==> config.mk <==
export PLATFORM = sky130hd
export DESIGN_NAME = x86_64_insn_length_measure_top_flat
export DESIGN_NICKNAME = d
export VERILOG_FILES = /design/src/design/ilm_pkg.sv /design/src/design/ilm_if.sv /design/src/design/ilm_outq.sv /design/src/design/x86_64_insn_length_measure_top.sv /design/src/flat_wrapper.sv
export SDC_FILE = /design/constraint.sdc
export NUM_CORES = 1
export LEC_CHECK = 0
export CORE_AREA = 3 3 148 150
export CTS_CLUSTER_DIAMETER = 60
export DETAILED_ROUTE_END_ITERATION = 7
export DIE_AREA = 0 0 151 153
export DONT_BUFFER_PORTS = 1
export PLACE_DENSITY = 0.75
export SETUP_SLACK_MARGIN = 0.15
export SYNTH_ARGS = -nofsm -noshare
export SYNTH_HDL_FRONTEND = slang
export SYNTH_SLANG_ARGS = --single-unit
==> constraint.sdc <==
create_clock -name clk -period 10.2 [get_ports clk]
set_input_delay 0.51 -clock clk [delete_from_list [all_inputs] [get_ports clk]]
set_output_delay 0.51 -clock clk [all_outputs]
set_load 0.01 [all_outputs]
==> src/design/ilm_pkg.sv <==
// Package for the x86-64 instruction length measurer.
// Holds phase and status codes, the opcode map tables and the result type.
package ilm_pkg;

  localparam int MaxInsnsDefault = 16;

  typedef enum logic [2:0] {
    PH_IDLE   = 3'd0,
    PH_PREFIX = 3'd1,
    PH_OPCODE = 3'd2,
    PH_ESC    = 3'd3,
    PH_MODRM  = 3'd4,
    PH_SIB    = 3'd5,
    PH_TAIL   = 3'd6
  } phase_t;

  localparam logic [3:0] ST_OK        = 4'd0;
  localparam logic [3:0] ST_BAD_OP    = 4'd1;
  localparam logic [3:0] ST_UNSUP     = 4'd2;
  localparam logic [3:0] ST_TRUNC     = 4'd3;
  localparam logic [3:0] ST_RIP_REL   = 4'd4;
  localparam logic [3:0] ST_REL_BR    = 4'd5;
  localparam logic [3:0] ST_PREFIX67  = 4'd6;
  localparam logic [3:0] ST_PREFIX66  = 4'd7;
  localparam logic [3:0] ST_TOO_MANY  = 4'd8;

  // immediate kinds
  localparam logic [3:0] IK_NONE  = 4'd0;
  localparam logic [3:0] IK_I8    = 4'd1;
  localparam logic [3:0] IK_I16   = 4'd2;
  localparam logic [3:0] IK_I32   = 4'd3;
  localparam logic [3:0] IK_I64   = 4'd4;
  localparam logic [3:0] IK_MOFFS = 4'd5;
  localparam logic [3:0] IK_ENTER = 4'd6;
  localparam logic [3:0] IK_IW    = 4'd7;
  localparam logic [3:0] IK_G3I8  = 4'd8;
  localparam logic [3:0] IK_G3I32 = 4'd9;
  localparam logic [3:0] IK_REL8  = 4'd10;
  localparam logic [3:0] IK_REL32 = 4'd11;
  localparam logic [3:0] IK_INVAL = 4'd12;
  localparam logic [3:0] IK_UNSUP = 4'd13;

  localparam logic [7:0] MAP_ONE [256] = '{
    8'h80,8'h80,8'h80,8'h80,8'h01,8'h03,8'h0C,8'h0C,8'h80,8'h80,8'h80,8'h80,8'h01,8'h03,8'h0C,8'h0D,
    8'h80,8'h80,8'h80,8'h80,8'h01,8'h03,8'h0C,8'h0C,8'h80,8'h80,8'h80,8'h80,8'h01,8'h03,8'h0D,8'h0C,
    8'h80,8'h80,8'h80,8'h80,8'h01,8'h03,8'h0D,8'h0C,8'h80,8'h80,8'h80,8'h80,8'h01,8'h03,8'h0D,8'h0C,
    8'h80,8'h80,8'h80,8'h80,8'h01,8'h03,8'h0D,8'h0C,8'h80,8'h80,8'h80,8'h80,8'h01,8'h03,8'h0D,8'h0C,
    8'h0D,8'h0D,8'h0D,8'h0D,8'h0D,8'h0D,8'h0D,8'h0D,8'h0D,8'h0D,8'h0D,8'h0D,8'h0D,8'h0D,8'h0D,8'h0D,
    8'h00,8'h00,8'h00,8'h00,8'h00,8'h00,8'h00,8'h00,8'h00,8'h00,8'h00,8'h00,8'h00,8'h00,8'h00,8'h00,
    8'h0C,8'h0C,8'h0D,8'h80,8'h0D,8'h0D,8'h0D,8'h0D,8'h03,8'h83,8'h01,8'h81,8'h0C,8'h0C,8'h0C,8'h0C,
    8'h0A,8'h0A,8'h0A,8'h0A,8'h0A,8'h0A,8'h0A,8'h0A,8'h0A,8'h0A,8'h0A,8'h0A,8'h0A,8'h0A,8'h0A,8'h0A,
    8'h81,8'h83,8'h0C,8'h81,8'h80,8'h80,8'h80,8'h80,8'h80,8'h80,8'h80,8'h80,8'h80,8'h80,8'h80,8'h80,
    8'h00,8'h00,8'h00,8'h00,8'h00,8'h00,8'h00,8'h00,8'h00,8'h00,8'h00,8'h00,8'h00,8'h00,8'h00,8'h00,
    8'h05,8'h05,8'h05,8'h05,8'h00,8'h00,8'h00,8'h00,8'h01,8'h03,8'h00,8'h00,8'h00,8'h00,8'h00,8'h00,
    8'h01,8'h01,8'h01,8'h01,8'h01,8'h01,8'h01,8'h01,8'h07,8'h07,8'h07,8'h07,8'h07,8'h07,8'h07,8'h07,
    8'h81,8'h81,8'h02,8'h00,8'h0D,8'h0D,8'h81,8'h83,8'h06,8'h00,8'h02,8'h00,8'h00,8'h01,8'h0C,8'h00,
    8'h80,8'h80,8'h80,8'h80,8'h0C,8'h0C,8'h0C,8'h00,8'h80,8'h80,8'h80,8'h80,8'h80,8'h80,8'h80,8'h80,
    8'h0A,8'h0A,8'h0A,8'h0A,8'h01,8'h01,8'h01,8'h01,8'h0B,8'h0B,8'h0C,8'h0A,8'h00,8'h00,8'h00,8'h00,
    8'h0D,8'h00,8'h0D,8'h0D,8'h00,8'h00,8'h88,8'h89,8'h00,8'h00,8'h00,8'h00,8'h00,8'h00,8'h80,8'h80
  };

  // 0F map entry
  function automatic logic [7:0] map_two(input logic [7:0] b);
    logic [7:0] e;
    e = 8'h0D;
    if ((b >= 8'h10 && b <= 8'h1F) || (b >= 8'h28 && b <= 8'h2F) ||
        (b >= 8'h40 && b <= 8'h6F) || (b >= 8'h74 && b <= 8'h76) ||
        (b >= 8'h78 && b <= 8'h79) || (b >= 8'h7C && b <= 8'h7F) ||
        (b >= 8'h90 && b <= 8'h9F) || b == 8'hA3 || b == 8'hA5 ||
        (b >= 8'hAB && b <= 8'hAF) || (b >= 8'hB0 && b <= 8'hB9) ||
        (b >= 8'hBB && b <= 8'hC1) || b == 8'hC3 || b == 8'hC7 || b >= 8'hD0)
      e = 8'h80;
    if ((b >= 8'h70 && b <= 8'h73) || b == 8'hA4 || b == 8'hAC || b == 8'hBA ||
        b == 8'hC2 || (b >= 8'hC4 && b <= 8'hC6))
      e = 8'h81;
    if (b == 8'h38 || b == 8'h3A) e = 8'h0D;
    if (b >= 8'h80 && b <= 8'h8F) e = 8'h0B;
    if ((b >= 8'h05 && b <= 8'h09) || b == 8'h0B || (b >= 8'h30 && b <= 8'h35) ||
        b == 8'h37 || b == 8'h77 || (b >= 8'hA0 && b <= 8'hA2) ||
        (b >= 8'hA8 && b <= 8'hAA) || (b >= 8'hC8 && b <= 8'hCF))
      e = 8'h00;
    return e;
  endfunction

  // immediate byte count for a kind
  function automatic logic [3:0] imm_bytes(input logic [3:0] kind, input logic [7:0] modrm,
                                           input logic wide);
    logic low_reg;
    logic [3:0] n;
    low_reg = (modrm[5:3] <= 3'd1);
    case (kind)
      IK_I8:    n = 4'd1;
      IK_I16:   n = 4'd2;
      IK_I32:   n = 4'd4;
      IK_I64:   n = 4'd8;
      IK_MOFFS: n = 4'd8;
      IK_ENTER: n = 4'd3;
      IK_IW:    n = wide ? 4'd8 : 4'd4;
      IK_G3I8:  n = low_reg ? 4'd1 : 4'd0;
      IK_G3I32: n = low_reg ? 4'd4 : 4'd0;
      default:  n = 4'd0;
    endcase
    return n;
  endfunction

  typedef struct packed {
    logic [7:0] insn_length;
    logic [3:0] status;
    logic       modrm_used;
    logic [8:0] insn_offset;
    logic [8:0] total_length;
    logic [4:0] insn_count;
    logic       done_res;
  } result_t;

  typedef struct packed {
    logic [7:0] code_byte;
    logic       start_req;
    logic       end_of_buffer;
  } item_t;

endpackage

==> src/design/ilm_if.sv <==
// Valid/ready channel interface carrying one payload item.
// Depends on nothing; payload type is a parameter.
interface ilm_if #(parameter type payload_t = logic [7:0]) (input logic clk);
  logic     valid;
  logic     ready;
  payload_t data;
  modport source (output valid, output data, input ready);
  modport sink (input valid, input data, output ready);
endinterface

==> src/design/ilm_outq.sv <==
// Four-entry result queue that parts the decoder from the output channel.
// Depends on ilm_pkg.
module ilm_outq (
  input  logic             clk,
  input  logic             rst,
  input  logic             push0,
  input  logic             push1,
  input  ilm_pkg::result_t wr0,
  input  ilm_pkg::result_t wr1,
  output logic             room,
  output logic             valid,
  input  logic             pop,
  output ilm_pkg::result_t rd
);
  import ilm_pkg::*;

  result_t    slot [4];
  logic [1:0] head;
  logic [1:0] tail;
  logic [2:0] count;
  logic [2:0] count_next;
  logic [2:0] npush;

  assign npush = {2'b0, push0} + {2'b0, push1};
  assign valid = (count != 3'd0);
  assign rd = slot[head];
  // accept only when two free slots remain, so any item can land
  assign room = (count <= 3'd2);
  assign count_next = count + npush - {2'b0, pop & valid};

  // advance pointers and store results
  always_ff @(posedge clk) begin
    if (rst) begin
      head  <= 2'd0;
      tail  <= 2'd0;
      count <= 3'd0;
    end else begin
      if (push0) slot[tail] <= wr0;
      if (push1) slot[tail + 2'd1] <= wr1;
      tail  <= tail + npush[1:0];
      if (pop && valid) head <= head + 2'd1;
      count <= count_next;
    end
  end
endmodule

==> src/design/x86_64_insn_length_measure_top.sv <==
// Top level of the x86-64 instruction length measurer with its APB register.
// Depends on ilm_pkg, ilm_if and ilm_outq.
//
// One code byte is taken per cycle while the queue has room; each byte steps the decode state and a
// finished instruction emits one or two result items into a four-entry queue.
// A result item enters the queue at the edge that accepts its byte and is offered once older items have gone.
// Input ready drops only when the queue holds more than two items, so the
// block takes one byte per clock as long as the sink drains results as fast
// as they are made; bytes that each end a measurement with two results
// outrun a one-per-clock sink and stall the input.
module x86_64_insn_length_measure_top #(
  parameter int MAX_INSNS = ilm_pkg::MaxInsnsDefault
) (
  input  logic        clk,
  input  logic        rst,
  ilm_if.sink         in_ch,
  ilm_if.source       out_ch,
  input  logic        psel,
  input  logic        penable,
  input  logic        pwrite,
  input  logic [1:0]  paddr,
  input  logic [31:0] pwdata,
  output logic [31:0] prdata,
  output logic        pready
);
  import ilm_pkg::*;

  logic [7:0] need_bytes;
  phase_t     phase, phase_next;
  logic       saw_size_prefix, saw_size_prefix_next;
  logic       saw_addr_prefix, saw_addr_prefix_next;
  logic       rex_wide, rex_wide_next;
  logic       wants_modrm, wants_modrm_next;
  logic [3:0] imm_kind, imm_kind_next;
  logic [7:0] modrm_value, modrm_value_next;
  logic [3:0] bytes_pending, bytes_pending_next;
  logic [7:0] cur_length, cur_length_next;
  logic [8:0] covered_bytes, covered_bytes_next;
  logic [4:0] decoded_count, decoded_count_next;

  item_t      it;
  logic       take;
  logic       room;
  logic       push0, push1;
  result_t    wr0, wr1;

  // config register
  assign pready = 1'b1;
  assign prdata = (paddr == 2'd0) ? {24'd0, need_bytes} : 32'd0;
  always_ff @(posedge clk) begin
    if (rst) begin
      need_bytes <= 8'd5;
    end else if (psel && penable && pwrite && paddr == 2'd0) begin
      need_bytes <= pwdata[7:0];
    end
  end

  assign it = in_ch.data;
  assign in_ch.ready = room;
  assign take = in_ch.valid && room;

  // decode one byte
  always_comb begin
    phase_t     ph;
    logic [7:0] len;
    logic [7:0] ent;
    logic       use_ent;
    logic       more;
    logic       fail;
    logic [3:0] fst;
    logic [3:0] pend;
    logic       setp;
    logic [3:0] disp;
    logic [9:0] sum;
    logic [4:0] cnt;
    logic [7:0] need;
    logic [7:0] b;
    b = it.code_byte;
    ph = phase;
    saw_size_prefix_next = saw_size_prefix;
    saw_addr_prefix_next = saw_addr_prefix;
    rex_wide_next = rex_wide;
    wants_modrm_next = wants_modrm;
    imm_kind_next = imm_kind;
    modrm_value_next = modrm_value;
    bytes_pending_next = bytes_pending;
    len = cur_length;
    covered_bytes_next = covered_bytes;
    decoded_count_next = decoded_count;
    push0 = 1'b0;
    push1 = 1'b0;
    wr0 = '0;
    wr1 = '0;
    more = 1'b1;
    fail = 1'b0;
    fst = ST_OK;
    use_ent = 1'b0;
    ent = 8'h00;
    setp = 1'b0;
    pend = 4'd0;
    disp = 4'd0;
    sum = 10'd0;
    cnt = 5'd0;
    need = 8'd1;
    phase_next = phase;
    cur_length_next = cur_length;
    if (take) begin
      if (it.start_req) begin
        saw_size_prefix_next = 1'b0;
        saw_addr_prefix_next = 1'b0;
        rex_wide_next = 1'b0;
        wants_modrm_next = 1'b0;
        imm_kind_next = IK_NONE;
        modrm_value_next = 8'd0;
        bytes_pending_next = 4'd0;
        len = 8'd0;
        covered_bytes_next = 9'd0;
        decoded_count_next = 5'd0;
        ph = PH_PREFIX;
      end
      phase_next = ph;
      if (ph != PH_IDLE) begin
        if (len != 8'd255) len = len + 8'd1;
        case (ph)
          PH_PREFIX: begin
            if (b == 8'h66) saw_size_prefix_next = 1'b1;
            else if (b == 8'h67) saw_addr_prefix_next = 1'b1;
            else if (b == 8'hF0 || b == 8'hF2 || b == 8'hF3 || b == 8'h2E ||
                     b == 8'h36 || b == 8'h3E || b == 8'h26 || b == 8'h64 ||
                     b == 8'h65) begin
              more = 1'b1;
            end else if (saw_addr_prefix_next) begin
              fail = 1'b1; fst = ST_PREFIX67;
            end else if (saw_size_prefix_next) begin
              fail = 1'b1; fst = ST_PREFIX66;
            end else if (b >= 8'h40 && b <= 8'h4F) begin
              rex_wide_next = b[3];
              phase_next = PH_OPCODE;
            end else if (b == 8'h0F) begin
              phase_next = PH_ESC;
            end else begin
              use_ent = 1'b1; ent = MAP_ONE[b];
            end
          end
          PH_OPCODE: begin
            if (b == 8'h0F) phase_next = PH_ESC;
            else begin
              use_ent = 1'b1; ent = MAP_ONE[b];
            end
          end
          PH_ESC: begin
            use_ent = 1'b1; ent = map_two(b);
          end
          PH_MODRM: begin
            modrm_value_next = b;
            if (b[7:6] == 2'd3) begin
              setp = 1'b1; pend = imm_bytes(imm_kind, b, rex_wide);
            end else if (b[2:0] == 3'd4) begin
              phase_next = PH_SIB;
            end else if (b[7:6] == 2'd0 && b[2:0] == 3'd5) begin
              fail = 1'b1; fst = ST_RIP_REL;
            end else begin
              disp = (b[7:6] == 2'd1) ? 4'd1 : ((b[7:6] == 2'd2) ? 4'd4 : 4'd0);
              setp = 1'b1; pend = disp + imm_bytes(imm_kind, b, rex_wide);
            end
          end
          PH_SIB: begin
            if (modrm_value[7:6] == 2'd0) disp = (b[2:0] == 3'd5) ? 4'd4 : 4'd0;
            else disp = (modrm_value[7:6] == 2'd1) ? 4'd1 : 4'd4;
            setp = 1'b1; pend = disp + imm_bytes(imm_kind, modrm_value, rex_wide);
          end
          default: begin
            if (bytes_pending <= 4'd1) begin
              bytes_pending_next = 4'd0;
              more = 1'b0;
            end else begin
              bytes_pending_next = bytes_pending - 4'd1;
            end
          end
        endcase
        if (use_ent) begin
          if (ent[3:0] == IK_INVAL) begin
            fail = 1'b1; fst = ST_BAD_OP;
          end else if (ent[3:0] == IK_UNSUP) begin
            fail = 1'b1; fst = ST_UNSUP;
          end else if (ent[3:0] == IK_REL8 || ent[3:0] == IK_REL32) begin
            fail = 1'b1; fst = ST_REL_BR;
          end else begin
            imm_kind_next = ent[3:0];
            if (ent[7]) begin
              wants_modrm_next = 1'b1;
              phase_next = PH_MODRM;
            end else begin
              setp = 1'b1; pend = imm_bytes(ent[3:0], 8'd0, rex_wide);
            end
          end
        end
        if (setp) begin
          bytes_pending_next = pend;
          if (pend == 4'd0) more = 1'b0;
          else phase_next = PH_TAIL;
        end
        if (more && !fail && it.end_of_buffer) begin
          fail = 1'b1; fst = ST_TRUNC;
        end
        if (fail) begin
          push0 = 1'b1;
          wr0 = '{insn_length: 8'd0, status: fst, modrm_used: 1'b0,
                  insn_offset: covered_bytes_next, total_length: covered_bytes_next,
                  insn_count: decoded_count_next, done_res: 1'b1};
          phase_next = PH_IDLE;
        end else if (!more) begin
          sum = {1'b0, covered_bytes_next} + {2'b0, len};
          cnt = (decoded_count_next != 5'd31) ? decoded_count_next + 5'd1
                                               : decoded_count_next;
          need = (need_bytes == 8'd0) ? 8'd1 : need_bytes;
          push0 = 1'b1;
          wr0 = '{insn_length: len, status: ST_OK, modrm_used: wants_modrm_next,
                  insn_offset: covered_bytes_next,
                  total_length: sum[9] ? 9'd511 : sum[8:0],
                  insn_count: cnt, done_res: 1'b0};
          wr1 = wr0;
          wr1.insn_length = 8'd0;
          wr1.modrm_used = 1'b0;
          wr1.done_res = 1'b1;
          phase_next = PH_PREFIX;
          if ({27'd0, cnt} > MAX_INSNS) begin
            push1 = 1'b1; wr1.status = ST_TOO_MANY;
            phase_next = PH_IDLE;
          end else if (wr0.total_length >= {1'b0, need}) begin
            wr0.done_res = 1'b1;
            phase_next = PH_IDLE;
          end else if (it.end_of_buffer) begin
            push1 = 1'b1; wr1.status = ST_TRUNC;
            wr1.insn_offset = wr0.total_length;
            phase_next = PH_IDLE;
          end
          covered_bytes_next = wr0.total_length;
          decoded_count_next = cnt;
        end
        if (fail || !more) begin
          saw_size_prefix_next = 1'b0;
          saw_addr_prefix_next = 1'b0;
          rex_wide_next = 1'b0;
          wants_modrm_next = 1'b0;
          imm_kind_next = IK_NONE;
          modrm_value_next = 8'd0;
          bytes_pending_next = 4'd0;
          len = 8'd0;
        end
      end
      cur_length_next = len;
    end
  end

  // hold decode state
  always_ff @(posedge clk) begin
    if (rst) begin
      phase <= PH_IDLE;
      saw_size_prefix <= 1'b0;
      saw_addr_prefix <= 1'b0;
      rex_wide <= 1'b0;
      wants_modrm <= 1'b0;
      imm_kind <= IK_NONE;
      modrm_value <= 8'd0;
      bytes_pending <= 4'd0;
      cur_length <= 8'd0;
      covered_bytes <= 9'd0;
      decoded_count <= 5'd0;
    end else begin
      phase <= phase_next;
      saw_size_prefix <= saw_size_prefix_next;
      saw_addr_prefix <= saw_addr_prefix_next;
      rex_wide <= rex_wide_next;
      wants_modrm <= wants_modrm_next;
      imm_kind <= imm_kind_next;
      modrm_value <= modrm_value_next;
      bytes_pending <= bytes_pending_next;
      cur_length <= cur_length_next;
      covered_bytes <= covered_bytes_next;
      decoded_count <= decoded_count_next;
    end
  end

  ilm_outq u_outq (
    .clk   (clk),
    .rst   (rst),
    .push0 (push0),
    .push1 (push1),
    .wr0   (wr0),
    .wr1   (wr1),
    .room  (room),
    .valid (out_ch.valid),
    .pop   (out_ch.ready),
    .rd    (out_ch.data)
  );
endmodule

==> src/flat_wrapper.sv <==
// flat-port wrapper written by rule: the top's interface ports become plain ports
module x86_64_insn_length_measure_top_flat import ilm_pkg::*;
#(
  parameter int MAX_INSNS = ilm_pkg::MaxInsnsDefault
)
  (clk, rst, psel, penable, pwrite, paddr, pwdata, prdata, pready, in_ch_valid, in_ch_data, in_ch_ready, out_ch_valid, out_ch_data, out_ch_ready);
  ilm_if #(.payload_t(item_t)) in_ch_i (.clk(clk));
  ilm_if #(.payload_t(result_t)) out_ch_i (.clk(clk));
  input  logic clk;
  input  logic rst;
  input  logic psel;
  input  logic penable;
  input  logic pwrite;
  input  logic [1:0] paddr;
  input  logic [31:0] pwdata;
  output logic [31:0] prdata;
  output logic pready;
  input wire logic [$bits(in_ch_i.valid)-1:0] in_ch_valid;
  input wire logic [$bits(in_ch_i.data)-1:0] in_ch_data;
  output wire logic [$bits(in_ch_i.ready)-1:0] in_ch_ready;
  output wire logic [$bits(out_ch_i.valid)-1:0] out_ch_valid;
  output wire logic [$bits(out_ch_i.data)-1:0] out_ch_data;
  input wire logic [$bits(out_ch_i.ready)-1:0] out_ch_ready;
  assign in_ch_i.valid = in_ch_valid;
  assign in_ch_i.data = in_ch_data;
  assign in_ch_ready = in_ch_i.ready;
  assign out_ch_valid = out_ch_i.valid;
  assign out_ch_data = out_ch_i.data;
  assign out_ch_i.ready = out_ch_ready;
  x86_64_insn_length_measure_top #(.MAX_INSNS(MAX_INSNS)) u_core (.clk(clk), .rst(rst), .in_ch(in_ch_i), .out_ch(out_ch_i), .psel(psel), .penable(penable), .pwrite(pwrite), .paddr(paddr), .pwdata(pwdata), .prdata(prdata), .pready(pready));
endmodule
Word-level counts from Yosys, hierarchy flattened

Memory sizes are Yosys's and may differ from the RTL's. A register that Yosys moved wholly into a read port is not among the register bits.
Cells that the tools add are included.

Logic and storage cells: 455
Input bits: 51
Memory bits (writable): 148
Memories kept: 2
Register bits: 60
ROM bits: 2,048
Output and inout bits: 72

Memory list:

| memory             | words | bits a word | rd ports | clocked after Yosys merged registers in | write ports | line                                  | text |
|---|---|---|---|---|---|---|---|
| (no name shown)    | 256   | 8           | 1        | 0                                       | 0           | x86_64_insn_length_measure_top.sv:142 | `use_ent = 1'b1; ent = MAP_ONE[b];` |
| u_core.u_outq.slot | 4     | 37          | 1        | 1                                       | 2           | ilm_outq.sv:17                        | `result_t slot [4];` |

Add/subtract/negate cells: 12
Multiplexer cells: 241
Bitwise logic cells: 2
Reductions and logical operators: 78
Equality and inequality tests: 60
$lt $le $gt $ge: 45

Operator list:

| operator                                                       | number |
|---|---|
| two-way mux 37 bit                                             | 7 |
| two-way mux 8 bit                                              | 29 |
| two-way mux 4 bit                                              | 51 |
| two-way mux 1 bit                                              | 95 |
| two-way mux 3 bit                                              | 30 |
| equality test 8 bit, second input constant                     | 11 |
| two-way mux 9 bit                                              | 9 |
| >= comparator 8 bit, second input constant                     | 10 |
| less-or-equal comparator 8 bit, second input constant          | 9 |
| case mux 4 bit (8 select lines)                                | 2 |
| equality test 8 x 6 -> 1 bit, second input constant            | 7 |
| less-or-equal comparator 8 x 7 -> 1 bit, second input constant | 6 |
| equality test 8 x 7 -> 1 bit, second input constant            | 5 |
| >= comparator 8 x 7 -> 1 bit, second input constant            | 5 |
| logical OR 1 bit                                               | 37 |
| equality test 4 x 3 -> 1 bit, second input constant            | 8 |
| equality test 4 bit, second input constant                     | 8 |
| two-way mux 5 bit                                              | 6 |
| two-way mux 29 bit                                             | 1 |
| logical AND 1 bit                                              | 27 |
| case mux 4 bit (6 select lines)                                | 1 |
| case mux 8 bit (3 select lines)                                | 1 |
| equality test 4 x 2 -> 1 bit, second input constant            | 4 |
| equality test 8 x 4 -> 1 bit, second input constant            | 2 |
| other kinds (44)                                               | 67 |

Longest topological paths before layout

Gate-level depths: netlist (run 1).

Depth after elaboration: 50
Gate-level depth with buffers: 38
Gate-level depth less buffers: 36

Hierarchy

From an unflattened synthesis (run 1), not the netlist that was laid out.

Cell total of the unflattened synthesis: 1,238
Area, all modules: 14,057.2 um^2

By module, submodules not included:

| module                         | cells each | instances | seq. area each (um^2) | area each (um^2) |
|---|---|---|---|---|
| ilm_outq                       | 411        | 1         | 4,624.4               | 8,159.1 |
| x86_64_insn_length_measure_top | 827        | 1         | 980.9                 | 5,898.2 |

Worst setup path after synthesis (run 1)

Ideal clock, no wire load.

Path kind: input-to-reg
Start point: input port in_ch_data[1]
End point: memory u_core.u_outq.slot[1][0] in the netlist's numbering, enable pin
Stages: 32
Path buffers: 4
Data required time: 9,818 ps
Library setup time: 382 ps
Path slack: 2,836 ps
Arrival time: 6,982 ps
Path through: clkbuf_1 -> buf_1 -> nor2b_1 -> ha_1 -> nand2_1 -> nor3_1 -> nand4_1 -> mux2i_1 -> inv_1 -> ha_1 -> a21o_1 -> a21oi_1 -> o21bai_1 -> a21oi_1 -> o21bai_1 -> a21oi_1 -> o21ai_1 -> nor2_1 -> ha_1 -> nand2b_1 -> a21oi_1 -> nor2b_1 -> o21ai_0 -> a21o_1 -> a21oi_1 -> nor3_1 -> a21boi_0 -> or4_1 -> and2_1 -> buf_6 -> clkbuf_1 -> inv_1

RTL lines:

| what        | line               | text |
|---|---|---|
| from (decl) | flat_wrapper.sv:19 | `input wire logic [$bits(in_ch_i.data)-1:0] in_ch_data;` |
| to (decl)   | ilm_outq.sv:17     |  |

==> results of run 1 <==
-- sequential cells by signal, summed over array words and instances (netlist names), named ones only --
| register | count |
|---|---|
| u_core.modrm_value | 4 |
| u_core.u_outq.tail | 2 |
| u_core.saw_addr_prefix | 1 |
| u_core.imm_kind | 4 |
| u_core.wants_modrm | 1 |
| u_core.rex_wide | 1 |
| u_core.need_bytes | 8 |
| u_core.cur_length | 8 |
| u_core.decoded_count | 5 |
| u_core.u_outq.count | 3 |
| u_core.u_outq.slot | 148 |
| u_core.u_outq.head | 2 |
| u_core.bytes_pending | 4 |
| u_core.phase | 3 |
| u_core.covered_bytes | 9 |
| u_core.saw_size_prefix | 1 |
-- worst max path at each step --
stage                                     from                   endpoint  cells past startpoint
final                     u_core.cur_length[0]  u_core.u_outq.slot[3][18]                     30
after global routing      u_core.cur_length[0]  u_core.u_outq.slot[3][21]                     30
after CTS                 u_core.cur_length[0]  u_core.u_outq.slot[3][21]                     30
after detailed placement         in_ch_data[1]   u_core.u_outq.slot[3][5]                     30
after global placement           in_ch_data[1]  u_core.u_outq.slot[3][25]                     30
after floorplan                  in_ch_data[1]   u_core.u_outq.slot[1][0]                     32
-- routing by layer --
layer	global-route usage [%]	wire (um)	vias up	part of all wire [%]
li1	-	-	4685	-
met1	41.5	13800	4909	41
met2	45.6	15900	539	47
met3	3.94	3030	78	9.0
met4	8.20	940	0	2.8
met5	0	0	-	0
-- power breakdown --
part	switching (mW)	internal (mW)	total, mW
logic	0.297	0.187	0.483
registers	0.0340	0.910	0.944
clock network	0.340	0.550	0.890
-- through the flow --
step / hold slack [ns] / power [mW] / std cells
6_report: 0.0683 / 2.32 / 1522
5_1_grt: 0.0549 / 2.41 / 1522
4_1_cts: 0.0512 / 2.33 / 1522
3_5_place_dp: 0.442 / 1.44 / 1478
3_3_place_gp: 0.434 / 1.43 / 1478
2_1_floorplan: 0.425 / 1.35 / 1295
-- cell type report --
| cell class | count | area (um^2) |
|---|---|---|
| Clock buffer | 33 | 687 |
| Clock inverter | 11 | 149 |
| Fill cell | 1660 | 7660 |
| Inverter | 63 | 236 |
| Multi-Input combinational cell | 915 | 6390 |
| Sequential cell | 206 | 5210 |
| Tap cell | 275 | 344 |
| Timing Repair Buffer | 19 | 143 |
-- worst reg2reg max path, delay by kind of cell (launching register included) --
family / cells / cell delay, ns
flops: 1 / 0.33
fa+ha+maj: 3 / 0.90
mux: 1 / 0.40
simple gates: 10 / 3.15
buf+inv: 4 / 1.14
compound gates: 12 / 2.24
-- cells in the final DEF, fill, tap and decap left out, types with 7 or more instances in the layout --
cell type,synthesis,layout
a22oi_1,14,14
a32o_1,20,20
xnor2_1,17,17
a22o_1,21,21
and2_1,13,13
nand2b_1,18,18
clkbuf_16,0,26
nand4_1,11,11
buf_4,26,19
a31oi_1,9,9
conb_1,2,25
o21ai_0,52,52
inv_1,62,62
nor3b_1,8,8
mux2i_1,16,16
ha_1,36,36
o22ai_1,39,39
o211ai_1,14,14
or3_1,7,7
nor2b_1,25,25
nand2_1,81,81
nor2_1,131,130
o2bb2ai_1,19,19
nand3_1,33,33
edfxtp_1,108,108
dfxtp_1,98,96
nor4_1,15,15
xor2_1,9,9
nor3_1,49,49
o31a_1,7,7
a21oi_1,62,61
mux4_2,37,37
and3_1,10,10
-- cells by family after synthesis --
logic type / Yosys count / synth area share [%]
DFF: 206 / 42.3
AOI/OAI and AO/OA: 342 / 19.8
and+or+nand+nor: 431 / 17.4
adders and majority gates: 38 / 3.98
muxes: 53 / 8.07
buffers and inverters: 174 / 6.57
other: 2 / 0.0610
xor gates and xnor gates: 26 / 1.85
==> metrics.txt, run 1 <==
R2R cell count 30; CP max FO 25; Max-Cap Viols 0; chip width about 150 um; Setup TNS 0 ns; Synth area leader edfxtp_1; final setup vio count 0; DP Area between 10000 and 15000 um^2; Synth area leaders edfxtp_1 26%, dfxtp_1 16%, mux4_2 6.8%; Global Route Usage Sum 28.8%; CP peak stage delay ~0.8 ns; Clk Latency, worst-skew pair between 0.5 and 0.6 ns; die area between 20000 and 25000 um^2; initial DRC count ~1200; status finished, final reports clean; # hold bufs at CTS 0; worst setup margin 1.67 ns; routed wire length per instance roughly 22 um; ratio of cells with drive above 1 in the final layout around 8.6%; WP data arrival 8.69 ns; Hold EP u_core.need_bytes[1]; async set or reset register ratio after synthesis 0%; syn_area_per_cell 9.68 um^2; hold_sp rst; Root Buffer clkbuf_16; Synth Warn # 0; synth unique cells 83; routed vias around 10000; post-route core utilization 63.2%; TritonCTS clock tree yes; Seq cells post-synth 206; vias in the first global route 9539; R2R Path End u_core.u_outq.slot[3][18]; Net count, final 1318; WS Path Type reg -> reg; ant diodes 0; first-pass GRT wire length 53.4 mm; r2r setup slk 1.67 ns; register area share after synthesis between 40 and 50%; fin crit share a little over four fifths; Clock Skew about 0.028 ns; PostCTS Resize Cnt 0; design area between 10000 and 15000 um^2; Power Density about 180 nW/um^2; total CTS buffers 24; synth cell count leaders 131 x nor2_1, 108 x edfxtp_1, 98 x dfxtp_1, 81 x nand2_1; Cells after Synth 1272; crit-path leading delay family simple AND/OR/NAND/NOR gates; count leader, synth nor2_1; initial antenna violation count 0; first-pass iteration count of the detailed router 6; initial core utilization just under 60%; via/cell ratio approximately 6.7; Worst-path clk slew approximately 0.070 ns; pin slew with the least headroom to its limit about 1.1 ns; WP buf/inv 4; Area Growth Syn to Fin 6.90%; ANT nets after route 0; Main synth FF type edfxtp_1; core area 20800 um^2; Hold Path Stages 1; RSZ-0062 raised after global routing false; io pins roughly 120; DRC Markers 0; buffer depth of the longest clock path 3; Max rail drop VDD ~140 uV; H-tree depth 1; Critical Path Source Type flop; reg-to-reg startpoint u_core.cur_length[0]; crit path max-delay cell type or4_1; placer's final routability congestion estimate ~0.95; Die H ~150 um; port buffer count 0; Max Freq 0.117 GHz; P_leak between 4 and 5 nW; post-CTS setup buffers 0; Num Clock Sinks around 210; grt ovf 0; Detailed Route WL 33.7 mm; largest net degree at the start of global routing 44; num rows 53; CP Capture Type flop; Req. time, crit path slightly above 10 ns; most frequent CP cell a21oi_1; Placement Setup Slack approximately 1.7 ns; top-area cell type share of the netlist area 26.3%; final hold violations 0; Hold/Removal Path Class in -> reg; final worst path period need approximately 8.5 ns; Post-synth EDFFs between 100 and 150; Max Transition Viols Final 0; slew margin rel. between 20 and 30%; synthesized cell area 12300 um^2; HPWL after DPL 22.9 mm
Power figures use the tool's default switching activity.
==> run 2: changes to the inputs <==
ABC_AREA = 1   (was default)
CORE_AREA = 3 3 153 155   (was 3 3 148 150)
DIE_AREA = 0 0 156 158   (was 0 0 151 153)
PLACE_DENSITY = 0.77   (was 0.75)
clock period = 7.22 ns   (was 10.2 ns; I/O delays follow)
==> run 2 against run 1 <==
Against the previous run:
- synthesized cell count increased by 47%
- sequential power up 49%
- worst hold slack worse by 0.063 ns
- sequential share of layout area is 2.3 points lower
- final cell count grew 40%
- largest cell class unchanged
- highest routed layer unchanged
- synthesized area up 5.8%
==> metrics.txt, run 2 <==
status finished, final reports clean; Post-Synth Simple-Gate Area 26.8%; worst setup margin approximately 0.63 ns; Power Density around 270 nW/um^2; crit-path leading delay family compound AO/OA/AOI/OAI gates; xor/xnor cell area share of the yosys netlist less than 1%; final worst path period need between 6 and 7 ns; routed vias ~12000; post-route insts no fill 2134; Detailed Route WL between 30 and 40 mm; slew margin rel. between 20% and 30%; syn_area_per_cell between 6 and 7 um^2; Reg power frac a little under two fifths; design area ~14000 um^2; placed insts 2085; Max Transition Viols Final 0; port buffer count 0; Clk Latency, worst-skew pair 0.53 ns; Cells after Synth ~1900; commonest non-fill, non-tap cells in the layout 413 x nand2_1, 275 x nor2_1, 228 x inv_1; synth unique cells 53; ant diodes 0; Num Clock Sinks ~210; count leader, synth nand2_1; HPWL after DPL 25.6 mm; Max rail drop VDD between 150 and 200 uV; mux contribution to synthesized area 0%; sw frac a little under two fifths; chip width approximately 160 um; initial DRC count around 1300; most frequent CP cell inv_1; fin crit share approximately nine tenths; DRC Markers 0; placer's final routability congestion estimate about 1; DP Area between 10000 and 15000 um^2; P_leak ~6.3 nW; largest family of logic cells by synthesized area simple AND/OR/NAND/NOR gates; TritonCTS clock tree yes; CP Capture Type flop; Max-Cap Viols 0; Synth area leaders edfxtp_1 25%, dfxtp_1 15%, nand2_1 12%; Clock power frac between 30% and 40%; Synth Warn # 0; final hold violations 0; ratio of cells with drive above 1 in the final layout 6.47%; Seq cells post-synth 206; Synth area leader edfxtp_1; die area around 25000 um^2; final setup vio count 0; buffer depth of the longest clock path 3; WP data arrival about 7 ns; Req. time, crit path 7.68 ns; most flop-heavy register u_core.u_outq.slot; CP peak stage delay about 0.37 ns; core area between 20000 and 25000 um^2; most common cell after layout, fill and taps aside nand2_1; num rows between 50 and 60; grt ovf 0; CP max FO 8; Post-synth EDFFs roughly 110; Die H around 160 um; synthesized cell area 13000 um^2; initial antenna violation count 0; vias in the first global route around 11000; biggest regs u_core.u_outq.slot: 148 flops, u_core.covered_bytes: 9 flops; Adder-Cell Fraction of Synth Area between 3 and 4%; Global Route Usage Sum about 29%; Cell Int Power approximately 2.4 mW; switching pwr around 1.4 mW; WP buf/inv 10; Comb pwr share approximately a third; register area share after synthesis 40.0%; RSZ-0062 raised after global routing false; Root Buffer clkbuf_16; total CTS buffers 23; pin slew with the least headroom to its limit about 1.1 ns; Worst-path clk slew 0.06 ns; ANT nets after route 0; Critical Path Source Type flop; Placement Setup Slack -0.0378 ns; largest net degree at the start of global routing 75; first-pass iteration count of the detailed router 6; io pins roughly 120; via/cell ratio a little under 6; crit path max-delay cell type fa_1; Net count, final 1926; Hold/Removal Path Class in -> reg; Max Freq between 0.15 and 0.2 GHz; routed wire length per instance approximately 17 um; initial core utilization 59.3%; max reg flops roughly 150; synth cell count leaders 414 x nand2_1, 282 x nor2_1, 230 x inv_1, 172 x o21ai_0, 108 x edfxtp_1; top-area cell type share of the netlist area roughly a quarter; Area Growth Syn to Fin 7.35%; Clock Skew about 0.011 ns; Main synth FF type edfxtp_1; first-pass GRT wire length roughly 59 mm; Synth Area in Compound Gates approximately 17%; async set or reset register ratio after synthesis 0%; H-tree depth 1; WS Path Type reg -> reg
==> run 2: cell types whose count changed after synthesis, sizes merged, moves of 21 or more <==
cell	change
nand2	+343
inv	+181
nor3	-31
nor2b	-25
a22o	-21
nand3	+60
nor2	+157
o22ai	+39
a21oi	+44
o21ai	+120
mux4	-37
==> run 2: cell families after synthesis <==
family,count (synthesis)
buf+inv,355
fa+ha+maj,38
other cells,2
xor+xnor,14
compound gates,402
simple gates,851
flops,206
==> run 2: repair_timing <==
item	4_1_cts	5_1_grt
pin swaps	0	6
hold buffers	4	0
endpoints found under the setup margin	1	218
resized for setup	4	19
setup buffers	0	3
hold endpoints to repair	30	0
cloned	0	0
==> run 2: metal layers <==
metal / track usage (%) / share of wire (%) / up-vias / wire length [um]
li1: - / - / 6047 / -
met1: 38.6 / 40 / 5744 / 15100
met2: 48.7 / 47 / 543 / 17500
met3: 4.76 / 8.3 / 111 / 3110
met4: 12.1 / 4.3 / 0 / 1590
met5: 0 / 0 / - / 0
==> run 2: power by group through the flow <==
stage          logic, mW  clock network [mW]  registers, mW
2_1_floorplan      0.901                   0           1.40
3_3_place_gp        1.11                   0           1.43
3_5_place_dp        1.13                   0           1.43
4_1_cts             1.14                1.17           1.41
5_1_grt             1.32                1.21           1.42
6_report            1.18                1.15           1.41
==> run 2: cell type report <==
cell class | instances | area [um^2]
Sequential cell | 206 | 5210
Timing Repair Buffer | 29 | 238
Fill cell | 1922 | 7980
Clock buffer | 29 | 608
Tap cell | 280 | 350
Clock inverter | 13 | 130
Inverter | 247 | 927
Multi-Input combinational cell | 1330 | 6520
==> run 2: worst register-to-register path, delay by kind of cell (launching register included) <==
kind                       cells  cell delay [ns]
AOI/OAI and AO/OA             14             1.90
xor gates and xnor gates       1             0.16
and+or+nand+nor               14             1.78
buffers and inverters         10             0.76
adders and majority gates      6             1.59
DFF                            1             0.33
==> run 2: path summary, 6_finish.rpt <==
kind	startpoint	endpoint	slack (ns)	cells after the start
worst min-delay path	rst	u_core.decoded_count[3]	0.006	3
worst min register to register	u_core.u_outq.slot[2][24]	u_core.u_outq.slot[2][24]	0.44	2
worst max register to register	u_core.cur_length[4]	u_core.u_outq.count[2]	0.63	45
worst max-delay path	u_core.cur_length[4]	u_core.u_outq.count[2]	0.63	45
==> run 2: metrics by stage <==
step / utilization (%) / power (mW) / hold WS (ns) / setup TNS [ns]
floorplan: - / 2.30 / 0.414 / 0
global placement: 59.6 / 2.53 / 0.422 / 0
detailed placement: 59.6 / 2.56 / 0.427 / -0.0378
CTS: 63.2 / 3.72 / 0.000837 / 0
global route: 63.7 / 3.96 / 0.00902 / 0
finish: 63.7 / 3.74 / 0.00575 / 0
==> run 3: changes to the inputs <==
CORE_AREA = 2 2 152 154   (was 3 3 153 155)
DIE_AREA = 0 0 154 156   (was 0 0 156 158)
==> run 3 against run 2 <==
Against the previous run:
- utilization decreased by 1.3 points
- via count down 0.86%
- combinational power is essentially flat
- clock-buffer cell count is 4 higher
- critical path type unchanged
==> metrics.txt, run 3 (synthesized netlist as in run 2, its figures left out) <==
status finished, final reports clean; pin slew with the least headroom to its limit roughly 1.2 ns; switching pwr about 1.4 mW; final hold violations 0; HPWL after DPL between 20 and 25 mm; chip width roughly 150 um; TritonCTS clock tree yes; CP max FO 8; vias in the first global route roughly 11000; Area Growth Syn to Fin 7.14%; CP Capture Type flop; Cell Int Power roughly 2.3 mW; buffer depth of the longest clock path 3; Critical Path Source Type flop; most common cell after layout, fill and taps aside nand2_1; DRC Markers 0; Max rail drop VDD between 200 and 250 uV; biggest regs u_core.u_outq.slot: 148 flops, u_core.covered_bytes: 9 flops; Root Buffer clkbuf_16; initial core utilization between 50% and 60%; crit path max-delay cell type fa_1; final worst path period need ~6.6 ns; Power Density 267 nW/um^2; WP data arrival roughly 7 ns; slew margin rel. between 20% and 30%; io pins between 100 and 150; Max Transition Viols Final 0; Detailed Route WL 36.2 mm; RSZ-0062 raised after global routing false; worst setup margin between 0.6 and 0.7 ns; Num Clock Sinks around 210; initial DRC count around 1500; most flop-heavy register u_core.u_outq.slot; grt ovf 0; Clock power frac between 30% and 40%; port buffer count 0; most frequent CP cell inv_1; initial antenna violation count 0; post-route core utilization a little over 60%; largest net degree at the start of global routing 76; num rows 55; post-route insts no fill approximately 2100; Req. time, crit path between 7 and 8 ns; placed insts around 2100; routed wire length per instance approximately 17 um; H-tree depth 1; Max Freq 0.153 GHz; Net count, final a little under 2000; die area between 20000 and 25000 um^2; WS Path Type reg -> reg; final setup vio count 0; commonest non-fill, non-tap cells in the layout 412 x nand2_1, 277 x nor2_1, 228 x inv_1; Worst-path clk slew ~0.060 ns; ANT nets after route 0; WP buf/inv 9; ant diodes 0; core area ~22000 um^2; Comb pwr share 32.0%; Reg power frac a little under two fifths; routed vias between 10000 and 15000; first-pass iteration count of the detailed router 7; P_leak between 6 and 7 nW; Max-Cap Viols 0; via/cell ratio 5.78; max reg flops around 150; fin crit share 90.7%; first-pass GRT wire length around 58 mm; Clock Skew 0.0211 ns; Global Route Usage Sum ~30%; total CTS buffers 23; CP peak stage delay 0.37 ns; Setup TNS 0 ns; hold_ws ~0.046 ns; ratio of cells with drive above 1 in the final layout under 10%; Hold/Removal Path Class in -> reg; Die H about 160 um; sw frac 37.3%; # fillers approximately 2000; placer's final routability congestion estimate ~0.94; crit-path leading delay family compound AO/OA/AOI/OAI gates; Clk Latency, worst-skew pair 0.54 ns; Placement Setup Slack -0.00707 ns
[run 3: cell count changes in the layout (fill, tap and decap cells not counted), sizes merged]
| cell | delta |
|---|---|
| bufinv | -1 |
| clkinvlp | +4 |
| clkinv | -7 |
| clkbuf | +4 |
| buf | -2 |
| dlygate4sd3 | -1 |
[run 3: path summary, 6_finish.rpt]
kind	startpoint	endpoint	slack, ns	cells after the start
setup / recovery	u_core.cur_length[0]	u_core.u_outq.count[2]	0.67	42
hold / removal	pwdata[1]	u_core.need_bytes[1]	0.05	2
setup reg to reg	u_core.cur_length[0]	u_core.u_outq.count[2]	0.67	42
hold reg to reg	u_core.u_outq.slot[2][35]	u_core.u_outq.slot[2][35]	0.44	2
[run 3: final cells by class]
cell class | instances | area [um^2] | area share [%]
multi-input combinational | 1330 | 6510 | 46.7
clock buffer | 33 | 639 | 4.58
clock inverter | 9 | 95.1 | 0.682
sequential | 206 | 5210 | 37.3
timing repair buffer | 26 | 213 | 1.52
inverter | 247 | 930 | 6.66
tap | 285 | 357 | 2.56
[run 3: repair_timing]
action                                 in CTS  in global routing
gates resized for setup                     3                 21
setup endpoints to repair                   1                229
endpoints found under the hold margin      34                  0
pin swaps                                   0                  4
cloned                                      0                  0
hold buffers                                3                  0
buffers inserted                            0                  3
[run 3: per-layer routing]
| layer | part of all wire [%] | GRT usage, % | vias up |
|---|---|---|---|
| li1 | - | - | 6033 |
| met1 | 42 | 39.7 | 5639 |
| met2 | 47 | 49.6 | 598 |
| met3 | 8.4 | 4.56 | 68 |
| met4 | 2.4 | 8.72 | 0 |
| met5 | 0 | 0 | - |
[run 3: stage by stage]
| stage | total power, mW | instance area, um^2 |
|---|---|---|
| global placement | 2.53 | 13100 |
| floorplan | 2.30 | 13100 |
| detailed placement | 2.56 | 13100 |
| finish | 3.73 | 14000 |
| CTS | 3.71 | 13800 |
| global route | 3.95 | 14000 |
[run 3: power groups by stage]
| stage | combinational (mW) | clock [mW] | sequential [mW] |
|---|---|---|---|
| after floorplan | 0.901 | 0 | 1.40 |
| after global placement | 1.12 | 0 | 1.41 |
| after global routing | 1.34 | 1.21 | 1.40 |
| after CTS | 1.16 | 1.16 | 1.39 |
| final | 1.19 | 1.14 | 1.39 |
| after detailed placement | 1.14 | 0 | 1.41 |
